--- src/islt_pkg.sv ---
// shared types, codes and defaults of the innermost span lookup table
package islt_pkg;

    localparam int DEF_TABLE_DEPTH = 64;
    localparam int DEF_ID_BITS     = 16;

    // request modes
    localparam logic [1:0] MODE_INSERT = 2'd0;
    localparam logic [1:0] MODE_POS    = 2'd1;
    localparam logic [1:0] MODE_SEM    = 2'd2;

    // result status codes
    localparam logic [1:0] ST_OK        = 2'd0;
    localparam logic [1:0] ST_NOT_FOUND = 2'd1;
    localparam logic [1:0] ST_IGNORED   = 2'd2;
    localparam logic [1:0] ST_FULL      = 2'd3;

    typedef struct packed {
        logic [1:0]  mode;
        logic        focus_valid;
        logic [31:0] focus_offset;
        logic [15:0] focus_size;
        logic        span_valid;
        logic [31:0] span_offset;
        logic [31:0] span_size;
        logic [15:0] semantic_id;
        logic [31:0] query_offset;
    } islt_item_t;

    typedef struct packed {
        logic [1:0]  status;
        logic [15:0] found_semantic;
        logic        found_focus_valid;
        logic [31:0] found_focus_offset;
        logic [15:0] found_focus_size;
        logic [31:0] found_span_offset;
        logic [31:0] found_span_size;
    } islt_result_t;

    typedef struct packed {
        logic load;
        logic scan_step;
        logic fetch;
        logic finish;
    } islt_cmd_t;

    typedef struct packed {
        logic query;
        logic empty;
        logic scan_last;
        logic pipe_idle;
        logic have;
    } islt_sts_t;

endpackage

--- src/islt_ctrl.sv ---
// sequencer for insert, scan, fetch and result hand-off
module islt_ctrl (
    input  logic                clk,
    input  logic                rst_n,
    input  logic                in_valid,
    output logic                in_ready,
    output logic                out_valid,
    input  logic                out_ready,
    input  islt_pkg::islt_sts_t sts,
    output islt_pkg::islt_cmd_t cmd
);
    import islt_pkg::*;

    localparam logic [2:0] S_IDLE   = 3'd0;
    localparam logic [2:0] S_START  = 3'd1;
    localparam logic [2:0] S_SCAN   = 3'd2;
    localparam logic [2:0] S_DRAIN  = 3'd3;
    localparam logic [2:0] S_FETCH  = 3'd4;
    localparam logic [2:0] S_FINISH = 3'd5;

    logic [2:0] state_reg, state_next;
    logic       out_valid_reg, out_valid_next;

    always_comb
    begin
        state_next = state_reg;
        cmd        = '0;
        in_ready   = 1'b0;
        case (state_reg)
            S_IDLE:
            begin
                in_ready = 1'b1;
                if (in_valid)
                begin
                    cmd.load   = 1'b1;
                    state_next = S_START;
                end
            end
            S_START:
            begin
                state_next = (sts.query && !sts.empty) ? S_SCAN : S_FINISH;
            end
            S_SCAN:
            begin
                cmd.scan_step = 1'b1;
                if (sts.scan_last)
                begin
                    state_next = S_DRAIN;
                end
            end
            S_DRAIN:
            begin
                if (sts.pipe_idle)
                begin
                    state_next = sts.have ? S_FETCH : S_FINISH;
                end
            end
            S_FETCH:
            begin
                cmd.fetch  = 1'b1;
                state_next = S_FINISH;
            end
            S_FINISH:
            begin
                if (!out_valid_reg || out_ready)
                begin
                    cmd.finish = 1'b1;
                    state_next = S_IDLE;
                end
            end
            default:
            begin
                state_next = S_IDLE;
            end
        endcase
    end

    always_comb
    begin
        if (cmd.finish)
        begin
            out_valid_next = 1'b1;
        end
        else if (out_ready)
        begin
            out_valid_next = 1'b0;
        end
        else
        begin
            out_valid_next = out_valid_reg;
        end
    end

    always_ff @(posedge clk or negedge rst_n)
    begin
        if (!rst_n)
        begin
            state_reg     <= S_IDLE;
            out_valid_reg <= 1'b0;
        end
        else
        begin
            state_reg     <= state_next;
            out_valid_reg <= out_valid_next;
        end
    end

    assign out_valid = out_valid_reg;
endmodule

--- config.mk ---
export PLATFORM = sky130hd
export DESIGN_NAME = islt_ctrl
export DESIGN_NICKNAME = d
export VERILOG_FILES = /design/src/islt_pkg.sv /design/src/islt_ctrl.sv
export SDC_FILE = /design/constraint.sdc
export NUM_CORES = 1
export LEC_CHECK = 0
export ABC_CLOCK_PERIOD_IN_PS = 1190
export BUFFER_PORTS_ARGS = -buffer_cell sky130_fd_sc_hd__clkbuf_2
export CORE_AREA = 2 2 39 41
export DETAILED_ROUTE_END_ITERATION = 7
export DIE_AREA = 0 0 41 43
export PLACE_DENSITY = 0.54
export SKIP_CTS_REPAIR_TIMING = 1
export SLEW_MARGIN = 20
export SYNTH_ARGS = -nofsm -noshare
export SYNTH_HDL_FRONTEND = slang
export SYNTH_SLANG_ARGS = --single-unit
--- constraint.sdc ---
create_clock -name clk -period 1.19 [get_ports clk]
set_input_delay 0.0595 -clock clk [delete_from_list [all_inputs] [get_ports clk]]
set_output_delay 0.0595 -clock clk [all_outputs]
set_load 0.05 [all_outputs]
==> run_results.csv, run 1 <==
group,metric,value,unit
final_layout,fill_cells,149,
sta,skew,0.002653,ns
power,p_per_area,2850,nW/µm²
placed_design,gp_congestion,0.7538,
worst_setup_path,cp-startpoint,"state_reg[1]",
yosys,synthTopCellsByCount,"nand2b_1 (5), dfrtp_1 (4), nor2_1 (3)",
yosys,yosysSeqAreaShare,33.33,%
yosys,synthFlopType,"dfrtp_1",
sta,fmax,737.0,MHz
global_route,grt_antenna_before_repair,0,
floorplan,row_count,14,
global_route,grt_max_degree,8,
route,totalWireLength,792,µm
yosys,synth_warnings,0,
sta,hold_viol_final,0,
worst_setup_path,critPathMostFrequentCell,"buf_6",
final_layout,ff_latch_area,102.6,µm²
route,antenna_left,0,
yosys,yosys_register_bits,4,
sta,setup_slack,-0.1669,ns
global_route,grt-ovfl-total,0,
worst_setup_path,slowest_delay,0.43,ns
placed_design,io_buffers,14,
yosys,synth_area,300.3,µm²
final_layout,layout-drive-gt1-share,65.08,%
worst_setup_path,worstPathArrival,1.30,ns
clock_tree,cts_root_buffer,"clkbuf_4",
worst_setup_path,crit_family,"flip-flops",
floorplan,dieArea,1763,µm²
power,p_leak,0.2700,nW
sta,slew_viol_final,0,
sta,relSlewSlack,81.66,%
final_layout,antenna_cells,0,
sta,worst_slew_pin_slew,0.2763,ns
route,drt-initial-drc-count,5,
final_layout,largest_register_ffs,3,
yosys,synth-edff-count,0,
clock_tree,insertion_delay,0.23,ns
worst_setup_path,endpoint_kind,"output pin",
power,fin_total_pwr,1.619,mW
floorplan,core,1384,µm²
power,ir_worst_vdd,746.1,µV
hold_path,hold_class,"in2reg",
yosys,yosys-top-cells-area,"dfrtp_1 (33%), nand2b_1 (10%), a21o_1 (5.0%)",
worst_setup_path,path_max_fanout,5,
worst_setup_path,cp_num_buf_inv,2,
floorplan,initial_core_util,21.70,%
hold_path,hold_path.startpoint,"out_ready",
final_layout,finalNetCount,74,
yosys,async_reset_ff_share,100.0,%
worst_setup_path,critPathRequiredTime,1.13,ns
yosys,netlist.area_leader.share,33.33,%
global_route,grt_pass1_wl,1248,µm
route,vias_per_cell,4.291,
clock_tree,clk_path_buf_depth,2,
clock_tree,numCtsBuffers,3,
worst_setup_path,slowest_stage,"dfrtp_2",
route,route.detailed.drc,0,
worst_setup_path,r2r-start,"state_reg[1]",
clock_tree,cts_num_sinks,4,
clock_tree,clk_pin_slew,0.04,ns
global_route,grt_usage,11.10,%
placed_design,dpl.cell_count,71,
final_layout,stdcell_area,568.0,µm²
clock_tree,cts_tree,"yes",
floorplan,num_io_pins,15,
run_status,status,"complete, but fails checks",
run_status,violations,"negative setup slack",
placed_design,hpwl,590.3,µm
route,wl_per_cell,10.03,µm
placed_design,placed_cell_area,455.4,µm²
route,num_vias,339,
sta,period_minus_slack,1.357,ns
final_layout,final_cells,79,
yosys,synthCells,35,
worst_setup_path,start_kind,"register",
final_layout,area.growth.synth_to_final,89.17,%
yosys,yosysMostFrequentCell,"nand2b_1",
floorplan,fp.dieH,43,µm
yosys,syn_area_per_cell,8.580,µm²
yosys,synth_nets,44,
route,first_pass_iters,4,
sta,post-route-period-util,114.0,%
job,max_cap_violations,0,
yosys,synth_cell_type_count,21,
floorplan,die_w,41,µm
sta,setup_viol,7,
global_route,first_global_vias,297,
worst_setup_path,path_cells,"buf_6 -> nand3b_1 -> nor2b_1 -> buf_6",
worst_setup_path,timing_worst_setup_path_type,"reg2out",
clock_tree,htree_levels,1,
final_layout,multi_input_area,195.2,µm²
sta,rsz0062_at_grt,"yes",
yosys,synth_area_leader_cell,"dfrtp_1",
[tightest hold or removal path: cells and delay by family]
family	cells	cell delay [ns]
buf+inv	1	0.07
simple gates	2	0.22
[cell families after synthesis]
logic type,count (synthesis),synth area share (%)
AOI/OAI and AO/OA,8,19.58
buffers and inverters,5,11.66
DFF,4,33.33
muxes,1,3.750
and+or+nand+nor,17,31.67
[layout make-up]
| cell class | instances | share of cell area (%) |
|---|---|---|
| repair buffers | 29 | 39.43 |
| multi-input cells | 26 | 34.36 |
| flip-flops and latches | 4 | 18.06 |
| clock buffers | 3 | 3.965 |
| well taps | 16 | 3.524 |
| inverters | 1 | 0.6608 |
[worst paths after layout]
check | to | slack (ns) | depth (start not counted)
max in group asynchronous | state_reg[0] | 0.89 | 2
max reg2reg | state_reg[0] | -0.11 | 4
min | out_valid | 0.16 | 3
max | cmd[0] | -0.17 | 4
min reg2reg | out_valid | 0.55 | 2
min in group asynchronous | state_reg[2] | 0.17 | 2
[per-stage QoR]
| stage | hold WS [ns] | setup slack (ns) | TNS [ns] | utilization, % |
|---|---|---|---|---|
| 4_1_cts | -0.3813 | -0.3152 | -1.311 | 34.54 |
| 3_5_place_dp | -0.1284 | -0.1144 | -0.2313 | 32.91 |
| 5_1_grt | 0.1492 | -0.2364 | -1.186 | 41.05 |
| 2_1_floorplan | -0.2361 | -0.1933 | -0.3794 | - |
| 6_report | 0.1603 | -0.1669 | -0.7054 | 41.05 |
| 3_3_place_gp | -0.1296 | -0.07909 | -0.2008 | 32.91 |
[per-layer routing]
metal / global-route usage (%) / vias up / part of all wire, %
met3: 6.283 / 2 / 3.0
met2: 14.06 / 8 / 51
met1: 13.40 / 152 / 43
li1: - / 177 / -
met5: 0 / - / 0
met4: 8.000 / 0 / 2.4
[placed cells by master, fill, tap and decap left out]
cell           synthesis  layout
o221ai_1               1       1
nand3b_1               1       1
clkbuf_2               0       9
buf_8                  0       1
a21o_1                 2       2
clkbuf_4               0       3
dfrtp_2                0       2
nor2b_1                1       1
nor2_1                 3       1
and2_4                 0       1
a31oi_2                0       1
buf_4                  2      13
nor3_4                 0       1
dlygate4sd3_1          0       1
nor3_1                 2       1
nand2b_1               5       5
nor2_2                 0       2
buf_6                  1       5
a21boi_2               1       1
mux2_2                 1       1
inv_1                  1       1
o21ai_0                1       1
o31ai_1                1       1
nand2_1                2       2
a21oi_1                1       1
dfrtp_1                4       2
nor3b_1                2       1
nor3b_2                0       1
[power breakdown]
group	total [mW]	switching (mW)	internal, mW	leakage (nW)
Sequential	0.283	0.0765	0.206	0.0464
Clock	0.165	0.0523	0.113	0.0138
Combinational	1.17	0.596	0.575	0.210
Note: power is estimated with default switching activity, not from simulation.
==> inputs of run 2 (changes only) <==
--- a/config.mk
+++ b/config.mk
@@ -10,7 +10,8 @@
 export CORE_AREA = 2 2 39 41
 export DETAILED_ROUTE_END_ITERATION = 7
 export DIE_AREA = 0 0 41 43
-export PLACE_DENSITY = 0.54
+export MAX_ROUTING_LAYER = met4
+export PLACE_DENSITY_LB_ADDON = 0.3
 export SKIP_CTS_REPAIR_TIMING = 1
 export SLEW_MARGIN = 20
 export SYNTH_ARGS = -nofsm -noshare
==> run 2 against run 1 <==
Effect of this change: the flow still finishes with violations (negative setup slack); non-clock buffer count down 3; worst setup slack gained 0.011 ns; sequential cell count unchanged; power is 3.8% higher; via count increased by 0.29%; critical path type unchanged; critical endpoint is now cmd[3]; largest power group unchanged.
==> run_results.csv, run 2 (synthesized netlist as in run 1, its figures left out) <==
group,metric,value,unit
power,fin_total_pwr,1.681,mW
route,vias_per_cell,4.474,
final_layout,stdcell_area,580.6,µm²
route,num_vias,340,
global_route,grt_pass1_wl,1152,µm
clock_tree,htree_levels,1,
floorplan,die_w,41,µm
power,p_leak,0.2721,nW
clock_tree,cts_num_sinks,4,
final_layout,largest_register_ffs,3,
sta,setup_viol,6,
final_layout,finalNetCount,71,
route,drt-initial-drc-count,1,
final_layout,final_common_cell,"buf_6",
sta,skew,0.001965,ns
sta,setup_slack,-0.1555,ns
power,ir_worst_vdd,822.2,µV
final_layout,fill_cells,145,
clock_tree,numCtsBuffers,3,
sta,period_minus_slack,1.345,ns
route,first_pass_iters,2,
worst_setup_path,critPathRequiredTime,1.13,ns
global_route,grt_usage,10.72,%
final_layout,layout-drive-gt1-share,66.67,%
global_route,grt_antenna_before_repair,0,
clock_tree,cts_tree,"yes",
final_layout,layout_common_cells,"buf_6 (10), clkbuf_2 (9), buf_4 (5)",
route,wl_per_cell,10.79,µm
floorplan,row_count,14,
sta,post-route-period-util,113.1,%
final_layout,antenna_cells,0,
run_status,violations,"negative setup slack",
route,antenna_left,0,
sta,relSlewSlack,81.70,%
job,max_cap_violations,0,
placed_design,io_buffers,14,
route,totalWireLength,820,µm
floorplan,num_io_pins,15,
worst_setup_path,path_max_fanout,7,
global_route,grt_max_degree,8,
worst_setup_path,worstPathArrival,1.29,ns
clock_tree,clk_pin_slew,0.04,ns
final_layout,area.growth.synth_to_final,93.33,%
global_route,grt-ovfl-total,0,
clock_tree,clk_path_buf_depth,2,
worst_setup_path,endpoint_kind,"output pin",
sta,slew_viol_final,0,
floorplan,dieArea,1763,µm²
sta,hold_viol_final,0,
floorplan,fp.dieH,43,µm
power,p_per_area,2895,nW/µm²
clock_tree,cts_root_buffer,"clkbuf_4",
global_route,first_global_vias,294,
final_layout,ff_latch_area,102.6,µm²
floorplan,initial_core_util,21.70,%
sta,fmax,743.2,MHz
final_layout,multi_input_area,211.5,µm²
worst_setup_path,start_kind,"register",
worst_setup_path,timing_worst_setup_path_type,"reg2out",
sta,rsz0062_at_grt,"yes",
clock_tree,insertion_delay,0.24,ns
run_status,status,"complete, but fails checks",
route,route.detailed.drc,0,
hold_path,hold_class,"in2async",
placed_design,placed_cell_area,440.4,µm²
sta,worst_slew_pin_slew,0.2756,ns
floorplan,core,1384,µm²
placed_design,gp_congestion,0.7824,
run 2: final cells by class:
type,count,share of cell area (%)
sequential,4,17.67
inverter,1,0.6466
multi-input combinational,26,36.42
clock buffer,3,3.879
tap,16,3.448
timing repair buffer,26,37.93
run 2: stage by stage:
| stage | instances | util, % | hold WS, ns | setup slack, ns | TNS [ns] |
|---|---|---|---|---|---|
| after global routing | 76 | 41.95 | 0.1858 | -0.2065 | -1.048 |
| after global placement | 69 | 31.83 | -0.1297 | -0.04906 | -0.1043 |
| after floorplan | 35 | - | -0.2361 | -0.1933 | -0.3794 |
| after detailed placement | 69 | 31.83 | -0.1267 | -0.07233 | -0.1274 |
| final | 76 | 41.95 | 0.1707 | -0.1555 | -0.5954 |
| after CTS | 72 | 33.45 | -0.3783 | -0.2871 | -1.293 |
run 2: worst max-delay path, stage by stage, from the launching register on:
cell and delay (ns):
dfrtp_1 0.39, buf_6 0.15, nor3_4 0.20, and2_4 0.17, buf_8 0.13
run 2: routing by layer:
layer	global-route usage, %	up-vias	wire length, µm
met5	-	-	0
met4	10.00	0	19
met3	4.712	2	30
met2	13.75	11	418
met1	11.65	157	351
li1	-	170	-
run 2: path summary, 6_finish.rpt:
path	startpoint	endpoint	slack [ns]	cells after the start
max in group asynchronous	rst_n	state_reg[2]	0.88	2
min in group clk	out_ready	out_valid	0.18	3
min	rst_n	state_reg[1]	0.17	2
max reg2reg	state_reg[0]	state_reg[0]	-0.12	5
min reg2reg	out_valid	out_valid	0.57	2
max	state_reg[1]	cmd[3]	-0.16	4
run 2: power breakdown:
group	internal, mW	switching, mW
clock network	0.113	0.0555
registers	0.207	0.0999
logic	0.610	0.596
==> inputs of run 3 (changes only) <==
--- a/config.mk
+++ b/config.mk
@@ -7,11 +7,13 @@
 export LEC_CHECK = 0
 export ABC_CLOCK_PERIOD_IN_PS = 1190
 export BUFFER_PORTS_ARGS = -buffer_cell sky130_fd_sc_hd__clkbuf_2
+export CELL_PAD_IN_SITES_DETAIL_PLACEMENT = 1
+export CELL_PAD_IN_SITES_GLOBAL_PLACEMENT = 1
 export CORE_AREA = 2 2 39 41
 export DETAILED_ROUTE_END_ITERATION = 7
 export DIE_AREA = 0 0 41 43
-export MAX_ROUTING_LAYER = met4
 export PLACE_DENSITY_LB_ADDON = 0.3
+export SETUP_SLACK_MARGIN = 0.2
 export SKIP_CTS_REPAIR_TIMING = 1
 export SLEW_MARGIN = 20
 export SYNTH_ARGS = -nofsm -noshare
==> run 3 against run 2 <==
Effect of this change: the run still ends with negative setup slack left; register-to-register slack got worse by 0.07 ns; sequential cell count did not move; count of clock-buffer cells in the layout rose by 1; sequential share of layout area fell by 0.076 points; worst hold slack got worse by 0.033 ns; fmax fell by 3.6%.
==> run_results.csv, run 3 (synthesized netlist as in run 1, its figures left out) <==
group,metric,value,unit
hold_path,holdPathEnd,"out_valid",
worst_setup_path,endpoint_kind,"output pin",
worst_setup_path,path_cells,"buf_6 -> nand3b_1 -> nor2b_2 -> buf_12",
floorplan,initial_core_util,21.70,%
sta,setup_slack,-0.2056,ns
worst_setup_path,cp_num_buf_inv,2,
run_status,status,"complete, but fails checks",
final_layout,area.growth.synth_to_final,94.17,%
sta,fmax,716.5,MHz
sta,skew,0.008816,ns
floorplan,row_count,14,
clock_tree,insertion_delay,0.25,ns
sta,final.setup.tns,-0.8078,ns
route,num_vias,345,
worst_setup_path,reg2reg_depth,5,
worst_setup_path,r2r-start,"state_reg[0]",
route,totalWireLength,858,µm
sta,rsz0062_at_grt,"yes",
hold_path,hold_path.startpoint,"out_ready",
placed_design,io_buffers,14,
hold_path,hold_class,"in2reg",
sta,setup_viol,6,
route,vias_per_cell,4.423,
route,drt-initial-drc-count,0,
placed_design,placed_cell_area,469.2,µm²
route,wl_per_cell,11.00,µm
clock_tree,htree_levels,1,
final_layout,finalNetCount,72,
sta,whs,0.1373,ns
worst_setup_path,r2r_slack,-0.19,ns
worst_setup_path,worstPathArrival,1.34,ns
final_layout,fill_cells,163,
floorplan,fp.dieH,43,µm
worst_setup_path,path_max_fanout,5,
clock_tree,cts_num_sinks,4,
global_route,grt_max_degree,8,
floorplan,core,1384,µm²
hold_path,whs_path_depth,3,
clock_tree,cts_tree,"yes",
placed_design,hpwl,696.5,µm
final_layout,antenna_cells,0,
final_layout,layout-drive-gt1-share,64.52,%
final_layout,largest_register_ffs,3,
power,p_leak,0.2710,nW
sta,slew_viol_final,0,
global_route,grt_pass1_wl,1414,µm
floorplan,dieArea,1763,µm²
route,first_pass_iters,1,
final_layout,layout_common_cells,"clkbuf_2 (9), buf_4 (8), buf_6 (7)",
clock_tree,cts_root_buffer,"clkbuf_4",
floorplan,num_io_pins,15,
sta,post-route-period-util,117.3,%
power,fin_total_pwr,1.699,mW
sta,hold_viol_final,0,
clock_tree,numCtsBuffers,3,
global_route,grt-ovfl-total,0,
sta,period_minus_slack,1.396,ns
clock_tree,clk_path_buf_depth,2,
worst_setup_path,start_kind,"register",
worst_setup_path,critPathRequiredTime,1.13,ns
worst_setup_path,slowest_delay,0.41,ns
final_layout,final_common_cell,"clkbuf_2",
worst_setup_path,r2r_end,"state_reg[0]",
global_route,grt_usage,12.19,%
final_layout,stdcell_area,583.1,µm²
power,p_per_area,2913,nW/µm²
job,max_cap_violations,0,
floorplan,die_w,41,µm
clock_tree,clk_pin_slew,0.04,ns
worst_setup_path,crit_family,"flip-flops",
placed_design,gp_congestion,0.7045,
worst_setup_path,timing_worst_setup_path_type,"reg2out",
sta,worst_slew_pin_slew,0.2757,ns
route,route.detailed.drc,0,
power,ir_worst_vdd,1424,µV
sta,relSlewSlack,81.70,%
global_route,grt_antenna_before_repair,0,
global_route,first_global_vias,354,
run_status,violations,"negative setup slack",
route,antenna_left,0,
worst_setup_path,slowest_stage,"dfrtp_1",
==> run 3: changes by cell type in the layout (fill, tap and decap cells not counted), sizes merged <==
| cell | previous run | this run |
|---|---|---|
| buf | 16 | 17 |
| clkbuf | 12 | 13 |
==> run 3: final cells by class <==
class	instances	area, µm²	area share (%)
clock buffer	4	26.28	4.506
inverter	1	3.754	0.6438
multi-input combinational	26	201.4	34.55
sequential	4	102.6	17.60
tap	16	20.02	3.433
timing repair buffer	27	229.0	39.27
==> run 3: how the worst max path moves through the flow <==
stage                        end  slack [ns]  cells past startpoint          from
global route              cmd[0]       -0.27                      4  state_reg[1]
floorplan                 cmd[3]       -0.19                      3  state_reg[1]
detailed placement  state_reg[0]        -0.1                      4  state_reg[0]
finish                    cmd[0]       -0.21                      4  state_reg[1]
global placement    state_reg[0]       -0.06                      4  state_reg[0]
CTS                       cmd[3]       -0.32                      4  state_reg[2]
==> run 3: metal layers <==
layer  GRT usage (%)  wire length, µm
met5               0                0
met4           4.000                0
met3           6.283               63
met2           19.38              490
met1           13.31              303
==> run 3: tightest hold or removal path, cell delays in order <==
cell	delay, ns
clkbuf_2	0.07
nand2b_1	0.17
nand2_2	0.05
==> run 3: through the flow <==
step | util [%] | setup WS (ns) | instances
after floorplan | - | -0.1933 | 35
after global placement | 33.91 | -0.05934 | 70
after detailed placement | 33.91 | -0.09927 | 70
after CTS | 35.80 | -0.3159 | 74
after global routing | 42.13 | -0.2696 | 78
final | 42.13 | -0.2056 | 78
==> run 3: power by group <==
group / leakage (nW) / internal, mW / switching [mW]
Combinational: 0.209 / 0.611 / 0.611
Clock: 0.0150 / 0.127 / 0.0674
Sequential: 0.0467 / 0.206 / 0.0771
Total: 0.271 / 0.943 / 0.755
